===== src/hw/rtl/nqse_pkg.sv =====
// Shared types and constants of the N-queens solution enumerator.
// Used by the register block, the attack check unit and the top level.
package nqse_pkg;

	// Default and upper bound of the board edge
	localparam int MAX_N_DEF = 8;

	// Width of a column or row counter (holds 0..8)
	localparam int COL_W = 4;

	// Width of one stored queen row
	localparam int ROW_W = 3;

	// Width of the board size register
	localparam int SIZE_W = 4;

	// Reset value of the board size register
	localparam logic [SIZE_W-1:0] BOARD_SIZE_RST = 4'd8;

	// Configuration port widths and register index
	localparam int APB_AW = 3;
	localparam int APB_DW = 32;
	localparam logic REG_BOARD_SIZE = 1'b0;

	// Width of the result bitmap
	localparam int BITS_W = 64;

	// Candidate square handed to the attack check unit
	typedef struct packed {
		logic [COL_W-1:0] row;
		logic [COL_W-1:0] col;
	} cand_t;

endpackage


===== src/hw/rtl/n_queens_solution_enumerator_unit.sv =====
// N-queens solution enumerator, top level: request stream in, solution stream out.
// A request runs the search (candidate rows tried, backtrack steps), builds the bitmap and
// flushes it, after the resume state on a resume; an exhausted answer is flushed directly.
// One request in flight; the search sequencer with its attack check unit sets the rate.
// Reset clears the search state, the output valid and sets board_size to 8.
// Depends on nqse_pkg, nqse_apb_regs and nqse_attack_check.
module n_queens_solution_enumerator_unit
	import nqse_pkg::*;
#(
	parameter int MAX_N = MAX_N_DEF
) (
	input  logic              clk,
	input  logic              arst_n,
	// Request stream; s_tdata fields from bit 0: restart, zero fill
	input  logic              s_tvalid,
	output logic              s_tready,
	input  logic [7:0]        s_tdata,
	// Result stream; m_tdata fields from bit 0: board_bits
	output logic              m_tvalid,
	input  logic              m_tready,
	output logic [BITS_W-1:0] m_tdata,
	// m_tuser fields from bit 0: found
	output logic              m_tuser,
	// Configuration port
	input  logic              psel,
	input  logic              penable,
	input  logic              pwrite,
	input  logic [APB_AW-1:0] paddr,
	input  logic [APB_DW-1:0] pwdata,
	output logic [APB_DW-1:0] prdata,
	output logic              pready
);

	localparam int IDX_W = (MAX_N > 1) ? $clog2(MAX_N) : 1;

	typedef enum logic [4:0] {
		ST_IDLE   = 5'b00001,
		ST_RESUME = 5'b00010,
		ST_TRY    = 5'b00100,
		ST_BUILD  = 5'b01000,
		ST_FLUSH  = 5'b10000
	} state_t;

	state_t             state_q;
	logic [ROW_W-1:0]   rows_q [MAX_N];
	logic [COL_W-1:0]   col_q;
	logic [COL_W-1:0]   row_q;
	logic [COL_W-1:0]   search_col_q;
	logic               started_q;
	logic               exhausted_q;
	logic               found_q;
	logic [BITS_W-1:0]  bits_q;
	logic               m_tvalid_q;
	logic [BITS_W-1:0]  m_tdata_q;
	logic               m_tuser_q;

	logic [SIZE_W-1:0]  board_size;
	logic [COL_W-1:0]   n;
	logic [COL_W-1:0]   resume_col;
	logic               s_fire;
	logic               out_free;
	logic               sq_free;
	cand_t              cand;
	logic [ROW_W-1:0]   cur_row;
	logic [6:0]         bit_pos;

	nqse_apb_regs u_regs (
		.clk        (clk),
		.arst_n     (arst_n),
		.psel       (psel),
		.penable    (penable),
		.pwrite     (pwrite),
		.paddr      (paddr),
		.pwdata     (pwdata),
		.prdata     (prdata),
		.pready     (pready),
		.board_size (board_size)
	);

	// Saturate the board edge to MAX_N
	assign n = (board_size > COL_W'(MAX_N)) ? COL_W'(MAX_N) : board_size;

	// Resume column is min(search column, N)
	assign resume_col = (search_col_q > n) ? n : search_col_q;

	assign s_tready = (state_q == ST_IDLE);
	assign s_fire   = s_tvalid & s_tready;
	assign out_free = ~m_tvalid_q | m_tready;

	assign cand.row = row_q;
	assign cand.col = col_q;
	assign cur_row  = rows_q[col_q[IDX_W-1:0]];

	nqse_attack_check #(
		.MAX_N (MAX_N)
	) u_check (
		.cand (cand),
		.rows (rows_q),
		.free (sq_free)
	);

	// Bitmap position row*N+col of the column being built
	assign bit_pos = 7'(cur_row) * 7'(n) + 7'(col_q);

	// Search sequencer
	always_ff @(posedge clk or negedge arst_n) begin
		if (!arst_n) begin
			state_q      <= ST_IDLE;
			for (int c = 0; c < MAX_N; c++) begin
				rows_q[c] <= '0;
			end
			col_q        <= '0;
			row_q        <= '0;
			search_col_q <= '0;
			started_q    <= 1'b0;
			exhausted_q  <= 1'b0;
			found_q      <= 1'b0;
			bits_q       <= '0;
		end else begin
			case (state_q)
				ST_IDLE: begin
					if (s_fire) begin
						if (s_tdata[0] || !started_q) begin
							// Restart from an empty board
							for (int c = 0; c < MAX_N; c++) begin
								rows_q[c] <= '0;
							end
							col_q       <= '0;
							row_q       <= '0;
							exhausted_q <= 1'b0;
							started_q   <= 1'b1;
							state_q     <= ST_TRY;
						end else if (exhausted_q) begin
							search_col_q <= '0;
							found_q      <= 1'b0;
							bits_q       <= '0;
							state_q      <= ST_FLUSH;
						end else if (resume_col == '0) begin
							exhausted_q  <= 1'b1;
							search_col_q <= '0;
							found_q      <= 1'b0;
							bits_q       <= '0;
							state_q      <= ST_FLUSH;
						end else begin
							col_q   <= resume_col - 1'b1;
							state_q <= ST_RESUME;
						end
					end
				end
				ST_RESUME: begin
					// Continue after the stored row of this column
					row_q   <= {1'b0, cur_row} + 1'b1;
					state_q <= ST_TRY;
				end
				ST_TRY: begin
					if (col_q >= n) begin
						search_col_q <= n;
						col_q        <= '0;
						bits_q       <= '0;
						state_q      <= ST_BUILD;
					end else if (row_q < n) begin
						if (sq_free) begin
							rows_q[col_q[IDX_W-1:0]] <= row_q[ROW_W-1:0];
							col_q <= col_q + 1'b1;
							row_q <= '0;
						end else begin
							row_q <= row_q + 1'b1;
						end
					end else if (col_q == '0) begin
						exhausted_q  <= 1'b1;
						search_col_q <= '0;
						found_q      <= 1'b0;
						bits_q       <= '0;
						state_q      <= ST_FLUSH;
					end else begin
						// Backtrack one column
						col_q   <= col_q - 1'b1;
						state_q <= ST_RESUME;
					end
				end
				ST_BUILD: begin
					if (col_q < n) begin
						if ({1'b0, cur_row} < n) begin
							bits_q <= bits_q | (BITS_W'(1) << bit_pos[5:0]);
						end
						col_q <= col_q + 1'b1;
					end else begin
						found_q <= 1'b1;
						state_q <= ST_FLUSH;
					end
				end
				ST_FLUSH: begin
					if (out_free) begin
						state_q <= ST_IDLE;
					end
				end
				default: state_q <= ST_IDLE;
			endcase
		end
	end

	// Output register: load from the flush state, else drop on take
	always_ff @(posedge clk or negedge arst_n) begin
		if (!arst_n) begin
			m_tvalid_q <= 1'b0;
		end else begin
			if ((state_q == ST_FLUSH) && out_free) begin
				m_tvalid_q <= 1'b1;
			end else if (m_tvalid_q && m_tready) begin
				m_tvalid_q <= 1'b0;
			end
		end
	end

	// Output payload, no reset
	always_ff @(posedge clk) begin
		if ((state_q == ST_FLUSH) && out_free) begin
			m_tdata_q <= bits_q;
			m_tuser_q <= found_q;
		end
	end

	assign m_tvalid = m_tvalid_q;
	assign m_tdata  = m_tdata_q;
	assign m_tuser  = m_tuser_q;

endmodule


===== src/hw/rtl/nqse_apb_regs.sv =====
// APB-style configuration register block of the N-queens enumerator.
// Holds the board size register; depends on nqse_pkg.
module nqse_apb_regs
	import nqse_pkg::*;
(
	input  logic              clk,
	input  logic              arst_n,
	input  logic              psel,
	input  logic              penable,
	input  logic              pwrite,
	input  logic [APB_AW-1:0] paddr,
	input  logic [APB_DW-1:0] pwdata,
	output logic [APB_DW-1:0] prdata,
	output logic              pready,
	output logic [SIZE_W-1:0] board_size
);

	logic [SIZE_W-1:0] board_size_q;
	logic              wr_en;
	logic              reg_index;

	assign pready    = 1'b1;
	assign reg_index = paddr[APB_AW-1];
	assign wr_en     = psel & penable & pwrite & pready;

	// Write the board size register on an access cycle
	always_ff @(posedge clk or negedge arst_n) begin
		if (!arst_n) begin
			board_size_q <= BOARD_SIZE_RST;
		end else if (wr_en && (reg_index == REG_BOARD_SIZE)) begin
			board_size_q <= pwdata[SIZE_W-1:0];
		end
	end

	// Return the register value on reads
	always_comb begin
		prdata = '0;
		case (reg_index)
			REG_BOARD_SIZE: prdata = {{(APB_DW-SIZE_W){1'b0}}, board_size_q};
			default:        prdata = '0;
		endcase
	end

	assign board_size = board_size_q;

endmodule


===== src/hw/rtl/nqse_attack_check.sv =====
// Attack check unit: tests one candidate square against all placed columns.
// Compares row and both diagonals per column in parallel; depends on nqse_pkg.
module nqse_attack_check
	import nqse_pkg::*;
#(
	parameter int MAX_N = MAX_N_DEF
) (
	input  cand_t            cand,
	input  logic [ROW_W-1:0] rows [MAX_N],
	output logic             free
);

	logic [MAX_N-1:0] hit;

	// Flag a conflict with each column left of the candidate
	always_comb begin
		for (int c = 0; c < MAX_N; c++) begin
			logic [COL_W-1:0] q;
			logic [COL_W-1:0] dr;
			logic [COL_W-1:0] dc;
			q  = {{(COL_W-ROW_W){1'b0}}, rows[c]};
			dr = (q > cand.row) ? (q - cand.row) : (cand.row - q);
			dc = cand.col - COL_W'(c);
			hit[c] = (COL_W'(c) < cand.col) && ((q == cand.row) || (dr == dc));
		end
	end

	assign free = ~|hit;

endmodule


===== config.mk =====
export PLATFORM = sky130hd
export DESIGN_NAME = n_queens_solution_enumerator_unit
export DESIGN_NICKNAME = d
export VERILOG_FILES = /design/src/hw/rtl/nqse_pkg.sv /design/src/hw/rtl/n_queens_solution_enumerator_unit.sv /design/src/hw/rtl/nqse_apb_regs.sv /design/src/hw/rtl/nqse_attack_check.sv
export SDC_FILE = /design/constraint.sdc
export NUM_CORES = 1
export LEC_CHECK = 0
export ABC_AREA = 1
export BUFFER_PORTS_ARGS = -buffer_cell sky130_fd_sc_hd__buf_2
export CORE_AREA = 2 2 165 167
export CTS_CLUSTER_DIAMETER = 150
export CTS_CLUSTER_SIZE = 40
export DETAILED_ROUTE_END_ITERATION = 8
export DIE_AREA = 0 0 167 169
export GPL_TIMING_DRIVEN = 1
export PLACE_DENSITY = 0.77
export SLEW_MARGIN = 5
export SYNTH_ARGS = -nofsm -noshare
export SYNTH_HDL_FRONTEND = slang
export SYNTH_HIERARCHICAL = 1
export SYNTH_SLANG_ARGS = --single-unit

===== constraint.sdc =====
create_clock -name clk -period 4.55 [get_ports clk]
set_clock_uncertainty 0.1 [all_clocks]
set_input_delay 0.91 -clock clk [delete_from_list [all_inputs] [get_ports clk]]
set_output_delay 0.91 -clock clk [all_outputs]
set_load 0.03 [all_outputs]

# [Word-level counts from Yosys, hierarchy flattened]
# Cells that the tools add are included.
[totals] regBits=178 latch_bits=0 ramBits=0 rom_bits=0 elab_cells=246 mem_count=0
[op_classes] add_sub_neg=28 mul=1 div_mod_pow=0 order_cmp=24 eq_ne=40 shifts=1 n_mux=86 bitwise_logic=8 n_reduce_logical=38
[op_table] cell="$mux W64" count=9
[op_table] cell="$pmux W64 S3" count=1
[op_table] cell="$mux W4" count=32
[op_table] cell="$mux W24" count=5
[op_table] cell="$or A64 B64 Y64" count=1
[op_table] cell="$shl A1 B6 Y64 const A" count=1
[op_table] cell="$pmux W24 S2" count=1
[op_table] cell="$mux W5" count=9
[op_table] cell="$eq A3 B4 Y1" count=8
[op_table] cell="$eq A4 B4 Y1" count=8
[op_table] cell="$gt A3 B4 Y1" count=8
[op_table] cell="$sub A3 B4 Y4" count=8
[op_table] cell="$sub A4 B3 Y4" count=8
[op_table] cell="$pmux W5 S5" count=1
[op_table] cell="$bwmux W24" count=1
[op_table] cell="$pmux W4 S3" count=2
[op_table] cell="$ne A2 B2 Y1 const B" count=10
[op_table] cell="$mux W1" count=17
[op_table] cell="$lt A3 B4 Y1 const A" count=4
[op_table] cell="$reduce_and A8 Y1" count=2
[op_table] cell="$sub A4 B3 Y4 const B" count=4
[op_table] cell="$logic_and A1 B1 Y1" count=12
[op_table] cell="$reduce_and A6 Y1" count=2
[op_table] cell="$reduce_and A5 Y1" count=2
[op_table] cell="44 further kinds" count=70

# [Logic depth before layout (Yosys ltp)]
[depth] word_depth=11 ltp_mapped=27 ltp_nobuf=25

# [By module]
# The synthesis kept the hierarchy.
[modules_own_cells] mod="n_queens_solution_enumerator_unit" n_inst=1 cells_each=1137 area_each_um2=9286.4 seq_area_each_um2=4680.7
[modules_own_cells] mod="nqse_attack_check" n_inst=1 cells_each=553 area_each_um2=3249.4 seq_area_each_um2=0.0
[modules_own_cells] mod="nqse_apb_regs" n_inst=1 cells_each=60 area_each_um2=440.4 seq_area_each_um2=101.3

# [Worst setup path after synthesis]
# OpenSTA, ideal clock, no wires.
[synth_timing] kind="input to register" from="input m_tready" to="register m_tdata_q[0], in the netlist m_tdata[0], enable pin" arrival_ns=3.669 required_time_ns=3.962 setup_slack_ns=0.293 stages=2 path_cell_list="nor2_1 -> nor2_1"
[synth_between] elab_chain_cells=2
[synth_rtl] element="start: declaration" line="n_queens_solution_enumerator_unit.sv:20" text="input logic m_tready,"
[synth_rtl] element="$or A1 B1 Y1" line="n_queens_solution_enumerator_unit.sv:88" text="assign out_free = ~m_tvalid_q | m_tready;"
[synth_rtl] element="$logic_and A1 B1 Y1" line="n_queens_solution_enumerator_unit.sv:217" text="if ((state_q == ST_FLUSH) && out_free) begin"
[synth_rtl] element="end signal: assignment" line="n_queens_solution_enumerator_unit.sv:218" text="m_tdata_q <= bits_q;"
[synth_rtl] element="end: declaration" line="n_queens_solution_enumerator_unit.sv:54" text="logic [BITS_W-1:0] m_tdata_q;"
# No other way between the ends.
# A chain may end at the register's enable or synchronous reset.

# [Worst setup path after layout]
[layout_timing] from="register col_q[2]" to="register bits_q[60]"
[layout_between] elab_chain_cells=11
[layout_rtl] element="start: declaration" line="n_queens_solution_enumerator_unit.sv:46" text="logic [COL_W-1:0] col_q;"
[layout_rtl] element="start signal: assignment" line="n_queens_solution_enumerator_unit.sv:145" text="col_q <= resume_col - 1'b1;"
[layout_rtl] element="start signal: assignment" line="n_queens_solution_enumerator_unit.sv:164" text="col_q <= col_q + 1'b1;"
[layout_rtl] element="start signal: assignment" line="n_queens_solution_enumerator_unit.sv:177" text="col_q <= col_q - 1'b1;"
[layout_rtl] element="$not A3 Y4 (not written as such)" line="n_queens_solution_enumerator_unit.sv:92" text="assign cur_row = rows_q[col_q[IDX_W-1:0]];"
[layout_rtl] element="$bmux W3 S3" line="n_queens_solution_enumerator_unit.sv:92"
[layout_rtl] element="$mux W3 (not written as such) (2 in a row)" line="n_queens_solution_enumerator_unit.sv:92"
[layout_rtl] element="$mul A3 B4 Y6" line="n_queens_solution_enumerator_unit.sv:103" text="assign bit_pos = 7'(cur_row) * 7'(n) + 7'(col_q);"
[layout_rtl] element="$add A6 B4 Y6" line="n_queens_solution_enumerator_unit.sv:103"
[layout_rtl] element="$shl A1 B6 Y64" line="n_queens_solution_enumerator_unit.sv:184" text="bits_q <= bits_q | (BITS_W'(1) << bit_pos[5:0]);"
[layout_rtl] element="$or A64 B64 Y64" line="n_queens_solution_enumerator_unit.sv:184"
[layout_rtl] element="$mux W64" line="n_queens_solution_enumerator_unit.sv:183" text="if ({1'b0, cur_row} < n) begin"
[layout_rtl] element="$mux W64" line="n_queens_solution_enumerator_unit.sv:182" text="if (col_q < n) begin"
[layout_rtl] element="$pmux W64 S3" line="n_queens_solution_enumerator_unit.sv:120" text="case (state_q)"
[layout_rtl] element="end signal: assignment" line="n_queens_solution_enumerator_unit.sv:184"
[layout_rtl] element="end: declaration" line="n_queens_solution_enumerator_unit.sv:52" text="logic [BITS_W-1:0] bits_q;"
# Parallel ways exist; a longest one is shown, timed or not. The select of a mux whose other input is x is not followed.

==> summary.txt <==
Placement
  • Placed insts: 2148
  • Cell Area, Placed: 0.0136 mm^2
  • RD Place Congestion: 0.885
  • PortBufs: 83
  • Post-DP HPWL: 22.0 mm

Finish
  • Commonest non-fill, non-tap cell in the layout: nand2_1
  • Layout area overhead: 11.2%
  • # diodes: 0
  • Area occupied by multi-input gates: 0.00689 mm^2
  • # nets final: 1990
  • Register Area: 0.00479 mm^2
  • Non-filler cells, final: 2183
  • Fillcell total: 2391
  • Most frequent cells in the layout: nand2_1 (556), inv_1 (239), nand3_1 (237)
  • Final instance area: 0.0144 mm^2
  • Final core area utilization: 54.4%
  • Layout cells sized above 1: 12.7%

Critical path
  • CP Capture Type: flip-flop
  • Cell mode on critical path: nand2_1
  • Setup slack, reg-to-reg: 240 ps
  • Crit path largest cell delay: 620 ps
  • Slowest CP cell: fa_2
  • Arrival time worst endpoint: 4580 ps
  • Crit. Startpoint: col_q[2]
  • Crit-path cells: nand2_1 > inv_1 > nand2_2 > nor2_1 > nor3_1 > nand2_1 > inv_2 > nand2_1 > fa_1 > inv_1 > fa_1 > fa_2 > inv_2 > nor3_2 > nand2_1 > nor2_4 > nand3_1 > a21oi_1 > nand3_1 > nand2_1
  • Depth of the most critical reg-to-reg path: 20
  • CP Class: flip-flop to flip-flop
  • RR Startpoint: col_q[2]
  • Worst R2R End: bits_q[60]
  • CP max FO: 7
  • Req. time, crit path: 4820 ps
  • Startpoint types: flip-flop

Detailed routing
  • Antenna Violating Nets Remaining: 0
  • Per-cell routed wire length: 14.4 um
  • Vias per cell: 5.25
  • DR pass1 iterations: 5
  • DRC: 0
  • Iter 0 DRT Violations: 1045
  • Final wirelength: 31.4 mm
  • Vias: 11500

Yosys
  • Cell area after synthesis: 0.0130 mm^2
  • Synth Register Bits: 178
  • Post-Syn Area per Cell: 7.41 um^2
  • Cells after Synth: 1750
  • Yosys cell types: 41
  • Yosys warnings: 6
  • Sequential area share after synthesis: 36.9%

GRT
  • Largest net degree at the start of global routing: 72
  • Number of global-route vias before repair: 10700
  • Met3 GRT Util: 3.67%
  • Initial antenna violation count: 0
  • Gr usage total: 22.2%
  • First-pass GRT wire length: 51.5 mm
  • GRT Max-Usage Layer: met2
  • GR Util met1: 29.6%
  • Grt met2 use: 36.7%
  • Grt total ovfl: 0

Worst hold path
  • Tightest Hold Check Type: flip-flop to flip-flop
  • Min-delay src: found_q
  • Worst hold path depth: 0
  • Hold EP: m_tuser

Floorplanning
  • Die area: 0.0282 mm^2
  • IO Pins: 150
  • FP Rows: 60
  • Die height: 169 um
  • Starting Density: 49.0%
  • Die X: 167 um
  • Core area: 0.0265 mm^2

Power and ir drop
  • Share of power burned in combinational logic: 61.3%
  • Switch Pwr: 4650 uW
  • Pwr Total: 8990 uW
  • Power density over the cells: 623 mW/mm^2
  • P_int: 4350 uW
  • Sequential Power Share: 22.0%
  • Clock share of power: 16.7%
  • Leak: 0.00717 uW
  • Fraction of power spent switching nets: 51.7%
  • VDD IR max: 0.000907 V

Timing
  • Crit path time final: 4310 ps
  • Worst Tran Pin Value: 845 ps
  • Slew Limit Headroom: 43.7%
  • Hold WS: 369 ps
  • FMAX: 232 MHz
  • Finish-stage setup viols: 0
  • Final critical-path share of the clock period: 94.8%
  • Fin. Hold Viols: 0
  • Final Max Tran Viols: 0

Clocking
  • Num Clock Sinks: 178
  • Total CTS buffers: 17
  • Htree depth: 4
  • Clk Latency, worst-skew pair: 440 ps
  • Reg clk slew, reported paths: 70 ps
  • Hold buffer count at CTS: 0
  • Clock tree buffer depth: 2
  • Clock Tree Root: clkbuf_16
  • TritonCTS clock tree: done

Run status
  • Outcome: finished clean

Run
  • Maxcap violations: 0
==> how the worst max path moves through the flow <==
stage,slack [ps],cells after the start,endpoint
after floorplan,290,2,m_tdata[0]
after global placement,50,22,bits_q[38]
after detailed placement,-20,22,bits_q[38]
after CTS,4,20,bits_q[60]
after global routing,-40,25,bits_q[14]
final,240,20,bits_q[60]
==> flip-flops by register name, indices dropped and copies added, names as in the netlist, 4 cells and up <==
name	flops
bits_q	64
m_tdata	64
rows_q	24
state_q	5
col_q	4
row_q	4
search_col_q	4
u_regs/board_size	4
==> power groups by stage <==
| stage | Sequential, uW | Clock (uW) | Combinational [uW] |
|---|---|---|---|
| after floorplan | 2210 | 0 | 4050 |
| after global placement | 1990 | 0 | 5130 |
| after detailed placement | 2000 | 0 | 5260 |
| after CTS | 1970 | 1530 | 5290 |
| after global routing | 2000 | 1590 | 6170 |
| final | 1980 | 1500 | 5520 |
==> kinds of logic after synthesis <==
| kind of cell | count (synthesis) | share of synthesized area [%] |
|---|---|---|
| AO/OA/AOI/OAI | 127 | 5.20 |
| XOR/XNOR | 35 | 2.36 |
| adder cells (fa/ha/maj) | 111 | 11.9 |
| buffers and inverters | 337 | 12.0 |
| flip-flops | 178 | 36.9 |
| other | 2 | 0.0579 |
| AND/OR/NAND/NOR | 960 | 31.6 |
==> synth_stat cells, drive strengths merged <==
master,count,share of area [%]
o22ai,4,0.19
nor2,106,3.2
nand3,243,9.6
a22o,1,0.068
inv,248,7.2
nand3b,4,0.23
dfstp,2,0.40
dlygate4sd3,1,0.077
xor2,21,1.4
a31oi,2,0.096
o21bai,1,0.058
a21o,2,0.12
dfrtp,111,21
edfxtp,65,15
o211ai,2,0.12
nor4,2,0.096
a21oi,99,3.9
buf,72,4.2
fa,21,3.2
nor3,13,0.50
o21ai,16,0.62
xnor2,14,0.94
conb,2,0.058
and2,1,0.048
nand4,14,0.82
nand2,577,17
ha,90,8.7
clkbuf,16,0.55
==> through the flow <==
step	TNS [ps]	setup WS, ps
2_1_floorplan	0	293
3_3_place_gp	0	53.2
3_5_place_dp	-23.0	-23.0
4_1_cts	0	4.11
5_1_grt	-176	-35.5
6_report	0	239
==> cell type report <==
type	count	share of cell area, %
flip-flops and latches	178	33.2
inverters	248	6.50
clock inverters	14	1.15
repair buffers	122	5.45
multi-input cells	1262	47.7
well taps	341	2.96
clock buffers	18	3.04
==> timing repair <==
action | CTS | global route
hold endpoints to repair | 0 | 0
gates resized for setup | 4 | 49
setup buffers | 0 | 2
gates cloned | 0 | 1
setup endpoints to repair | 24 | 64
pin swaps | 0 | 3
==> critical path: cells and delay by family (launching register included) <==
family          cells  cell delay (ps)
simple gates       12             1500
flops               1              470
compound gates      1              200
fa+ha+maj           3             1630
buf+inv             4              330
==> per-layer routing <==
metal  part of all wire (%)  routed length (um)
met5                      0                   0
met4                    2.5                 778
met3                    6.5                2050
met2                     47               14900
met1                     44               13700
Note: power is estimated with default switching activity, not from simulation.
